`src/sv/dense_key_value_table_assert.svh`:
```
// ----------------------------------------------------------------------------
// dense_key_value_table_assert.svh
// Assertion macros shared by the dense key/value table modules.
// ----------------------------------------------------------------------------
`ifndef DENSE_KEY_VALUE_TABLE_ASSERT_SVH
`define DENSE_KEY_VALUE_TABLE_ASSERT_SVH

// Check a condition at every clock edge outside reset.
`define DKVT_ALWAYS(label, cond, msg) \
  label: assert property (@(posedge clk) disable iff (rst) (cond)) else $error(msg);

// Check a consequence in the same cycle as its trigger.
`define DKVT_SAME(label, ante, cons, msg) \
  label: assert property (@(posedge clk) disable iff (rst) (ante) |-> (cons)) \
    else $error(msg);

// Check a consequence in the cycle after its trigger.
`define DKVT_NEXT(label, ante, cons, msg) \
  label: assert property (@(posedge clk) disable iff (rst) (ante) |=> (cons)) \
    else $error(msg);

`endif

```
`src/sv/dkvt_pkg.sv`:
```
// ----------------------------------------------------------------------------
// dkvt_pkg
// Shared sizes, operation and status codes, controller states and commands.
// ----------------------------------------------------------------------------
package dkvt_pkg;

  // Table size and derived widths
  localparam int CAPACITY = 16;
  localparam int IDX_W    = (CAPACITY > 1) ? $clog2(CAPACITY) : 1;
  localparam int CNT_W    = $clog2(CAPACITY + 1);
  localparam int WORD_W   = 32;
  localparam int OCC_W    = 5;

  // Operation codes
  localparam logic [1:0] MODE_ADD    = 2'd0;
  localparam logic [1:0] MODE_REMOVE = 2'd1;
  localparam logic [1:0] MODE_GET    = 2'd2;

  // Result status codes
  localparam logic [1:0] ST_DONE    = 2'd0;
  localparam logic [1:0] ST_MISSING = 2'd1;
  localparam logic [1:0] ST_FULL    = 2'd2;

  // Controller states
  typedef enum logic [1:0] {
    S_IDLE,
    S_EXEC,
    S_DONE
  } state_t;

  // Commands from controller to datapath
  typedef struct packed {
    logic capture;   // register request and lookup result
    logic execute;   // update table, read values
    logic finish;    // finish move, load result registers
  } ctl_cmd_t;

endpackage

```
`src/sv/dkvt_ctrl.sv`:
```
// ----------------------------------------------------------------------------
// dkvt_ctrl
// Sequencer for one request at a time: capture, execute, finish. Owns both
// handshakes and the result valid flag.
// ----------------------------------------------------------------------------
`include "dense_key_value_table_assert.svh"

module dkvt_ctrl import dkvt_pkg::*; (
  input  logic      clk,
  input  logic      rst,
  input  logic      req_valid,
  output logic      req_stall,
  output logic      rsp_valid,
  input  logic      rsp_stall,
  output ctl_cmd_t  cmd
);

  state_t state;
  state_t state_next;
  logic   rsp_free;

  // Result register can take a new result this cycle
  assign rsp_free = !rsp_valid || !rsp_stall;

  // Next state
  always_comb begin
    state_next = state;
    unique case (state)
      S_IDLE: begin
        if (req_valid) state_next = S_EXEC;
      end
      S_EXEC: begin
        state_next = S_DONE;
      end
      S_DONE: begin
        if (rsp_free) state_next = req_valid ? S_EXEC : S_IDLE;
      end
      default: state_next = S_IDLE;
    endcase
  end

  // Outputs
  always_comb begin
    cmd       = '0;
    req_stall = 1'b1;
    unique case (state)
      S_IDLE: begin
        req_stall   = 1'b0;
        cmd.capture = req_valid;
      end
      S_EXEC: begin
        cmd.execute = 1'b1;
      end
      S_DONE: begin
        req_stall   = !rsp_free;
        cmd.finish  = rsp_free;
        cmd.capture = rsp_free && req_valid;
      end
      default: begin
        req_stall = 1'b1;
      end
    endcase
  end

  // State register
  always_ff @(posedge clk) begin
    if (rst) begin
      state <= S_IDLE;
    end else begin
      state <= state_next;
    end
  end

  // Result valid: set on finish, drop after transfer
  always_ff @(posedge clk) begin
    if (rst) begin
      rsp_valid <= 1'b0;
    end else if (cmd.finish) begin
      rsp_valid <= 1'b1;
    end else if (!rsp_stall) begin
      rsp_valid <= 1'b0;
    end
  end

  `DKVT_SAME(a_accept_captures, req_valid && !req_stall, cmd.capture, "accept without capture")
  `DKVT_NEXT(a_capture_executes, cmd.capture, cmd.execute, "capture not followed by execute")
  `DKVT_NEXT(a_finish_shows_result, cmd.finish, rsp_valid, "finish did not raise valid")

endmodule

```
`src/sv/dkvt_dp.sv`:
```
// ----------------------------------------------------------------------------
// dkvt_dp
// Table storage and operation datapath: parallel key compare with priority
// pick, packed entry lanes, value memory with two read ports, result regs.
// ----------------------------------------------------------------------------
`include "dense_key_value_table_assert.svh"

module dkvt_dp import dkvt_pkg::*; (
  input  logic                     clk,
  input  logic                     rst,
  input  ctl_cmd_t                 cmd,
  input  logic        [1:0]        mode,
  input  logic signed [WORD_W-1:0] key_a,
  input  logic signed [WORD_W-1:0] key_b,
  input  logic signed [WORD_W-1:0] value_a,
  input  logic signed [WORD_W-1:0] value_b,
  output logic        [1:0]        status,
  output logic signed [WORD_W-1:0] found_a,
  output logic signed [WORD_W-1:0] found_b,
  output logic        [OCC_W-1:0]  occupied
);

  // Entry lanes and count
  logic [WORD_W-1:0]   lane_key_a [CAPACITY];
  logic [WORD_W-1:0]   lane_key_b [CAPACITY];
  logic [CAPACITY-1:0] valid;
  logic [CNT_W-1:0]    total;

  // Value memory, both words side by side
  logic [2*WORD_W-1:0] value_mem [CAPACITY];
  logic [2*WORD_W-1:0] rd_hit;
  logic [2*WORD_W-1:0] rd_last;

  // Captured request
  logic [1:0]          req_mode;
  logic [WORD_W-1:0]   req_key_a;
  logic [WORD_W-1:0]   req_key_b;
  logic [2*WORD_W-1:0] req_value;
  logic                hit_found;
  logic [IDX_W-1:0]    hit_idx;

  // Execute results
  logic [1:0]          res_status;
  logic                res_show;
  logic                res_move;

  // Combinational
  logic                match_found;
  logic [IDX_W-1:0]    match_idx;
  logic                is_full;
  logic [IDX_W-1:0]    free_idx;
  logic [IDX_W-1:0]    last_idx;
  logic                add_new;
  logic                add_upd;
  logic                rem;
  logic                move_wr;
  logic                mem_we;
  logic [IDX_W-1:0]    mem_waddr;
  logic [2*WORD_W-1:0] mem_wdata;
  logic [1:0]          exec_status;
  logic                exec_show;

  // Compare every valid lane, keep the lowest match
  always_comb begin
    match_found = 1'b0;
    match_idx   = '0;
    for (int i = CAPACITY - 1; i >= 0; i--) begin
      if (valid[i] && lane_key_a[i] == key_a && lane_key_b[i] == key_b) begin
        match_found = 1'b1;
        match_idx   = IDX_W'(i);
      end
    end
  end

  // Capture request with its lookup result
  always_ff @(posedge clk) begin
    if (cmd.capture) begin
      req_mode  <= mode;
      req_key_a <= key_a;
      req_key_b <= key_b;
      req_value <= {value_a, value_b};
      hit_found <= match_found;
      hit_idx   <= match_idx;
    end
  end

  // Entries stay packed: first free slot is the count, last valid is count-1
  assign is_full  = total >= CNT_W'(CAPACITY);
  assign free_idx = total[IDX_W-1:0];
  assign last_idx = IDX_W'(total - CNT_W'(1));

  assign add_new = cmd.execute && req_mode == MODE_ADD && !hit_found && !is_full;
  assign add_upd = cmd.execute && req_mode == MODE_ADD && hit_found;
  assign rem     = cmd.execute && req_mode == MODE_REMOVE && hit_found;
  assign move_wr = cmd.finish && res_move;

  // Status and value return for the executing request
  always_comb begin
    exec_status = ST_DONE;
    exec_show   = 1'b0;
    unique case (req_mode)
      MODE_ADD: begin
        if (!hit_found && is_full) exec_status = ST_FULL;
      end
      MODE_REMOVE, MODE_GET: begin
        exec_status = hit_found ? ST_DONE : ST_MISSING;
        exec_show   = hit_found;
      end
      default: begin
        exec_status = ST_DONE;
      end
    endcase
  end

  // Value memory write port: add in execute, moved value in finish
  assign mem_we    = add_new || add_upd || move_wr;
  assign mem_waddr = add_new ? free_idx : hit_idx;
  assign mem_wdata = move_wr ? rd_last : req_value;

  always_ff @(posedge clk) begin
    if (mem_we) begin
      value_mem[mem_waddr] <= mem_wdata;
    end
    if (cmd.execute) begin
      rd_hit  <= value_mem[hit_idx];
      rd_last <= value_mem[last_idx];
    end
  end

  // Key lanes: fill the free slot, or pull the last entry into the hole
  always_ff @(posedge clk) begin
    if (add_new) begin
      lane_key_a[free_idx] <= req_key_a;
      lane_key_b[free_idx] <= req_key_b;
    end else if (rem) begin
      lane_key_a[hit_idx] <= lane_key_a[last_idx];
      lane_key_b[hit_idx] <= lane_key_b[last_idx];
    end
  end

  // Valid bits and count
  always_ff @(posedge clk) begin
    if (rst) begin
      valid <= '0;
      total <= '0;
    end else if (add_new) begin
      valid[free_idx] <= 1'b1;
      total           <= total + CNT_W'(1);
    end else if (rem) begin
      valid[last_idx] <= 1'b0;
      total           <= total - CNT_W'(1);
    end
  end

  // Hold execute outcome until finish
  always_ff @(posedge clk) begin
    if (cmd.execute) begin
      res_status <= exec_status;
      res_show   <= exec_show;
      res_move   <= rem;
    end
  end

  // Result registers
  always_ff @(posedge clk) begin
    if (cmd.finish) begin
      status   <= res_status;
      found_a  <= res_show ? rd_hit[2*WORD_W-1:WORD_W] : '0;
      found_b  <= res_show ? rd_hit[WORD_W-1:0] : '0;
      occupied <= OCC_W'(total);
    end
  end

  `DKVT_ALWAYS(a_total_bound, total <= CNT_W'(CAPACITY), "entry count above capacity")
  `DKVT_ALWAYS(a_valid_count, $countones(valid) == int'(total), "valid bits disagree with count")
  `DKVT_NEXT(a_remove_shrinks, rem, total == $past(total) - CNT_W'(1), "remove did not shrink")

endmodule

```
`src/sv/dense_key_value_table.sv`:
```
// ----------------------------------------------------------------------------
// dense_key_value_table
// Packed key/value table with add, remove and get, one result per request.
// Steps: the lookup is registered at the request transfer, the execute step
// updates the table, then the finish step loads the result registers.
// A new request is taken with the finish step of the last one, after the
// execute step has updated the table; a stalled result holds it off.
// Reset: synchronous, clears valid bits, count and handshake state.
// ----------------------------------------------------------------------------
module dense_key_value_table import dkvt_pkg::*; (
  input  logic                     clk,
  input  logic                     rst,
  input  logic                     req_valid,
  output logic                     req_stall,
  input  logic        [1:0]        mode,
  input  logic signed [WORD_W-1:0] key_a,
  input  logic signed [WORD_W-1:0] key_b,
  input  logic signed [WORD_W-1:0] value_a,
  input  logic signed [WORD_W-1:0] value_b,
  output logic                     rsp_valid,
  input  logic                     rsp_stall,
  output logic        [1:0]        status,
  output logic signed [WORD_W-1:0] found_a,
  output logic signed [WORD_W-1:0] found_b,
  output logic        [OCC_W-1:0]  occupied
);

  ctl_cmd_t cmd;

  // Sequencer
  dkvt_ctrl u_ctrl (
    .clk       (clk),
    .rst       (rst),
    .req_valid (req_valid),
    .req_stall (req_stall),
    .rsp_valid (rsp_valid),
    .rsp_stall (rsp_stall),
    .cmd       (cmd)
  );

  // Table and result datapath
  dkvt_dp u_dp (
    .clk      (clk),
    .rst      (rst),
    .cmd      (cmd),
    .mode     (mode),
    .key_a    (key_a),
    .key_b    (key_b),
    .value_a  (value_a),
    .value_b  (value_b),
    .status   (status),
    .found_a  (found_a),
    .found_b  (found_b),
    .occupied (occupied)
  );

endmodule
```
`config.mk`:
```
export PLATFORM = sky130hd
export DESIGN_NAME = dense_key_value_table
export DESIGN_NICKNAME = d
export VERILOG_FILES = /design/src/sv/dkvt_pkg.sv /design/src/sv/dkvt_ctrl.sv /design/src/sv/dkvt_dp.sv /design/src/sv/dense_key_value_table.sv
export VERILOG_INCLUDE_DIRS = /design/src /design/src/sv
export SDC_FILE = /design/constraint.sdc
export NUM_CORES = 2
export LEC_CHECK = 0
export ABC_AREA = 0
export BUFFER_PORTS_ARGS = -buffer_cell sky130_fd_sc_hd__buf_4
export CAP_MARGIN = 10
export CORE_MARGIN = 2
export CORE_UTILIZATION = 50
export DETAILED_ROUTE_END_ITERATION = 16
export PLACE_DENSITY = 0.63
export SLEW_MARGIN = 20
export SYNTH_ARGS = -nofsm -noshare
export SYNTH_HDL_FRONTEND = slang
export SYNTH_HIERARCHICAL = 1
export SYNTH_SLANG_ARGS = --single-unit
```
`constraint.sdc`:
```
create_clock -name clk -period 27.5 [get_ports clk]
set_input_delay 5.5 -clock clk [delete_from_list [all_inputs] [get_ports clk]]
set_output_delay 5.5 -clock clk [all_outputs]
set_load 0.03 [all_outputs]
```
Word-level counts from Yosys, hierarchy flattened
Memory sizes are Yosys's and may differ from the RTL's. A register that Yosys moved wholly into a read port is not among the register bits. Cells that the tools add are included.

Reductions and logical operators: 62. Add/subtract/negate cells: 2. Magnitude comparators: 5. Bitwise operators: 3. Equality and inequality tests: 39. Muxes and demuxes: 52.

Operator list (count): $eq A32 B32 Y1 (32); $mux W32 (2); $mux W64 (1); $reduce_or A32 Y1 (2); $mux W4 (11); $logic_and A1 B1 Y1 (43); $mux W16 (2); $mux W1 (19); $and A16 B16 Y16 (1); $not A16 Y16 (1); $or A16 B16 Y16 (1); $reduce_or A15 Y1 (1); $mux W3 (4); $lt A4 B5 Y1 const B (2); $mux W2 (5); $mux W5 (2); $demux W1 S4 (2); $ge A4 B1 Y1 const B (2); $reduce_or A8 Y1 (1); $pmux W2 S3 (1); $add A5 B1 Y5 const B (1); $ge A5 B5 Y1 const B (1); $logic_not A1 Y1 (5); $sub A5 B1 Y5 const B (1); other kinds (12) (20).

Bits in registers: 234. Memories kept: 3. RAM bits: 2048. Logic and storage cells: 186.

Memories: u_dp.value_mem (words 16, bits a word 64, read ports 2, clocked after memory_dff 2, write ports 1, RTL line dkvt_dp.sv:30) `logic [2*WORD_W-1:0] value_mem [CAPACITY];`; u_dp.lane_key_a (words 16, bits a word 32, read ports 17, clocked after memory_dff 0, write ports 1, RTL line dkvt_dp.sv:24) `logic [WORD_W-1:0] lane_key_a [CAPACITY];`; u_dp.lane_key_b (words 16, bits a word 32, read ports 17, clocked after memory_dff 0, write ports 1, RTL line dkvt_dp.sv:25) `logic [WORD_W-1:0] lane_key_b [CAPACITY];`.

Logic depth before layout (Yosys ltp)
An unclocked memory read counts as a cell.

Depth in word-level cells: 19. Depth in mapped cells: 13. Depth with buffers taken out: 9.

Hierarchy
Netlist, hierarchy kept.

Modules (own cells, without submodules): dkvt_dp (cells each 5766, area an instance 109576.3 um2, times used 1, sequential area each 72069.1 um2); dkvt_ctrl (cells each 16, area an instance 158.9 um2, times used 1, sequential area each 60.1 um2).

Worst setup path before layout
OpenSTA, ideal clock, no wires.

Path type: in2reg. Start: input port rsp_stall. End: register u_dp.hit_found, enable pin. Setup time: 822 ps. Data required time: 26678 ps. Path buffers: 0. Stages on the path: 2. Arrival time: 15432 ps. Setup slack: 11246 ps. Cell sequence: and3_4 nor3b_1.

RTL lines: from (decl) (RTL line dense_key_value_table.sv:21) `input logic rsp_stall,`; to (signal assigned) (RTL line dkvt_dp.sv:82) `hit_found <= match_found;`; to (decl) (RTL line dkvt_dp.sv:39) `logic hit_found;`.

Worst setup path after layout
Start: input port rsp_stall. End: output port req_stall.

Cells in the longest elaborated chain, start to end: 4.

RTL lines: $logic_not A1 Y1 (RTL line dkvt_ctrl.sv:23) `assign rsp_free = !rsp_valid || !rsp_stall;`; $logic_or A1 B1 Y1 (RTL line dkvt_ctrl.sv:23); $logic_not A1 Y1 (RTL line dkvt_ctrl.sv:55) `req_stall = !rsp_free;`; $pmux W1 S2 (RTL line dkvt_ctrl.sv:46) `unique case (state)`; to (decl) (RTL line dense_key_value_table.sv:14) `output logic req_stall,`.

Every way passes these cells.

==> run_results.csv <==
group,metric,value,unit
worst_setup_path,worst_setup_path_start_kind,"primary input",
clocking,numCtsBuffers,279,
synthesis,synth-edff-count,2386,
floorplanning,fp.dieH,472.5,µm
worst_setup_path,worstPathCellList,"buf_4 -> and3_4 -> or2_1 -> buf_4",
synthesis,synth.area.top_cells,"edfxtp_1 (65%), mux4_2 (20%), xnor2_1 (4.7%)",
global_route,antenna_found_initial,61,
placement,dp.cells,8609,
timing,fmax,84.14,MHz
clocking,post_cts_resized,0,
synthesis,synth_nets,5923,
worst_setup_path,slowest_stage,"or2_1",
synthesis,netlist_area,109700,µm²
routing,via_per_inst,7.275,
flow_run,maxCapViolCount,0,
worst_setup_path,worstSetupStartpoint,"rsp_stall",
clocking,cts_tree,"built",
placement,io_buffer_count,206,
routing,drt_wl_total,437700,µm
global_route,grt_pass1_wl,577800,µm
hold_path,hold_path_class,"reg2reg",
routing,vias,66310,
timing,tns,0,ns
worst_setup_path,slowest_delay,0.30,ns
finish,seq_area,72130,µm²
finish,post_route_cells_drive_above_1_share,29.53,%
power_and_ir_drop,p_leak,37.94,nW
worst_setup_path,crit_type,"in2out",
finish,fillers,16310,
synthesis,yosys-top-cells-count,"edfxtp_1 (2386), mux4_2 (960), xnor2_1 (594)",
worst_setup_path,rr_startpoint,"u_dp/total[0]$_SDFFE_PP0P_",
clocking,cts.sinks,2410,
routing,drt_first_iter_violations,11490,
timing,setup_viol,0,
routing,drt_pass1_iterations,7,
routing,drc,0,
synthesis,synth_top_area_share,65.29,%
routing,ant_nets,0,
synthesis,synthFlopType,"edfxtp_1",
floorplanning,core,217600,µm²
floorplanning,die_area,223200,µm²
clocking,htree_levels,5,
hold_path,hold_start,"u_dp/res_status[0]$_DFFE_PP_",
global_route,first_global_vias,62600,
synthesis,synth-seq-cells,2410,
floorplanning,die_w,472.5,µm
timing,finalCritPeriodShare,43.22,%
synthesis,yosysUniqueCellTypes,65,
synthesis,ys_seq_area_share,65.73,%
synthesis,avgSynthCellArea,18.98,µm²
finish,nets,6177,
global_route,grt_max_degree,134,
worst_setup_path,crit_path_frequent_cell,"buf_4",
synthesis,synthCells,5782,
finish,stdcell_count,9114,
floorplanning,start_util,50.43,%
clocking,cts.path.max_buffers,4,
clocking,clk_transition_reported_paths,0.06,ns
timing,drv_slew,0,
worst_setup_path,crit_fanout,4,
timing,hold_viol,0,
worst_setup_path,end_kind,"output pin",
synthesis,async_flop_share,0,%
worst_setup_path,required,22.00,ns
finish,syn_to_final_growth,12.60,%
placement,hpwl,300900,µm
floorplanning,rows,171,
finish,multi_input_area,36120,µm²
timing,rsz0062_at_grt,"no",
synthesis,yosys_warnings,6,
clocking,post_cts_buffers,0,
finish,fin_util,56.78,%
timing,fin_crit,11.89,ns
run_status,status,"finished clean",
power_and_ir_drop,p_per_area,66.94,nW/µm²
clocking,holdBufCountCts,0,
finish,design_area,123600,µm²
timing,worst_pin_slew,1.413,ns
clocking,clk-insertion-delay-late,0.95,ns
placement,dpl_cell_area,114900,µm²
floorplanning,io_pins,207,
routing,routedWlPerCell,48.03,µm
power_and_ir_drop,p_total,8.271,mW
timing,maxSlewHeadroom,5.481,%
timing,clock_skew,0.06702,ns
worst_setup_path,critPathArrivalTime,6.39,ns
power_and_ir_drop,max-vdd-ir-drop,0.06603,mV
synthesis,synth.largest_area_cell,"edfxtp_1",
global_route,overflow,0,
clocking,cts-root-buf,"clkbuf_16",
global_route,grt_usage,39.13,%
placement,gp_congestion,1.191,
synthesis,yosysMostFrequentCell,"edfxtp_1",
[final timing paths]
kind | depth (start not counted) | slack, ns | endpoint
max | 4 | 15.61 | req_stall
min | 0 | 0.43 | u_dp/status[0]$_DFFE_PP_
max reg2reg | 9 | 20.91 | u_dp/lane_key_b[11][6]$_DFFE_PP_
min reg2reg | 0 | 0.43 | u_dp/status[0]$_DFFE_PP_
[registers in the layout, indices dropped and copies added (netlist names)]
signal	flops
u_ctrl/rsp_valid	1
u_ctrl/state	2
u_dp/found_a	32
u_dp/found_b	32
u_dp/hit_found	1
u_dp/hit_idx	4
u_dp/lane_key_a	512
u_dp/lane_key_b	512
u_dp/occupied	5
u_dp/rd_hit	64
u_dp/rd_last	64
u_dp/req_key_a	32
u_dp/req_key_b	32
u_dp/req_mode	2
u_dp/req_value	64
u_dp/res_move	1
u_dp/res_show	1
u_dp/res_status	2
u_dp/status	2
u_dp/total	5
u_dp/valid	16
u_dp/value_mem	1024
[cells in the final DEF, fill, tap and decap left out, types with 33 or more instances in the layout]
master        n
mux2_2       64
xor2_1      240
nor3_1       42
nand2_1     218
o22ai_1      51
clkbuf_1     45
inv_1        92
nor4_1       95
clkinv_1     51
nand4_1     166
edfxtp_1   2386
mux4_2      960
clkinv_2     47
clkbuf_16   286
xnor2_1     586
diode_2      33
and2_1       66
buf_4       351
nor2_1       34
[per-layer routing]
| layer | vias up | share of wire, % | global-route usage (%) | routed length, µm |
|---|---|---|---|---|
| li1 | 24280 | - | - | - |
| met1 | 35620 | 37 | 53.32 | 162800 |
| met2 | 5233 | 43 | 55.87 | 188500 |
| met3 | 1149 | 13 | 12.23 | 54720 |
| met4 | 22 | 7.2 | 22.65 | 31590 |
| met5 | - | 0.037 | 0 | 162 |
[cell type report]
class	count	area share, %
clock inverters	137	0.9286
clock buffers	335	5.974
repair buffers	355	2.190
multi-input cells	2883	29.24
diodes	33	0.06683
flip-flops and latches	2410	58.38
inverters	107	0.3332
well taps	2854	2.890
[where the power goes]
group / total, mW / internal [mW] / switching, mW
combinational: 0.618 / 0.210 / 0.408
sequential: 4.11 / 4.09 / 0.0168
clock: 3.55 / 2.07 / 1.48
[stage by stage]
step                      hold WS, ns  worst slack [ns]
after global placement         0.4238             15.60
after global routing           0.4467             15.63
after detailed placement       0.4174             15.62
final                          0.4323             15.61
after floorplan                0.4003             11.25
after CTS                      0.4347             15.62
[critical path, delay by kind of cell]
family	cells	cell delay, ns
buffers and inverters	2	0.37
AND/OR/NAND/NOR	2	0.51
[logic make-up (layout without fill, tap and decap cells)]
group / after synthesis / after routing / synth area share (%)
adders and majority gates: 7 / 7 / 0.07981
muxes: 1026 / 1026 / 20.38
DFF: 2410 / 2410 / 65.73
xor gates and xnor gates: 838 / 838 / 6.688
buffers and inverters: 489 / 934 / 1.782
AOI/OAI and AO/OA: 254 / 254 / 1.691
and+or+nand+nor: 758 / 758 / 3.651
other: 0 / 33 / 0
(Power assumes the default switching activity.)
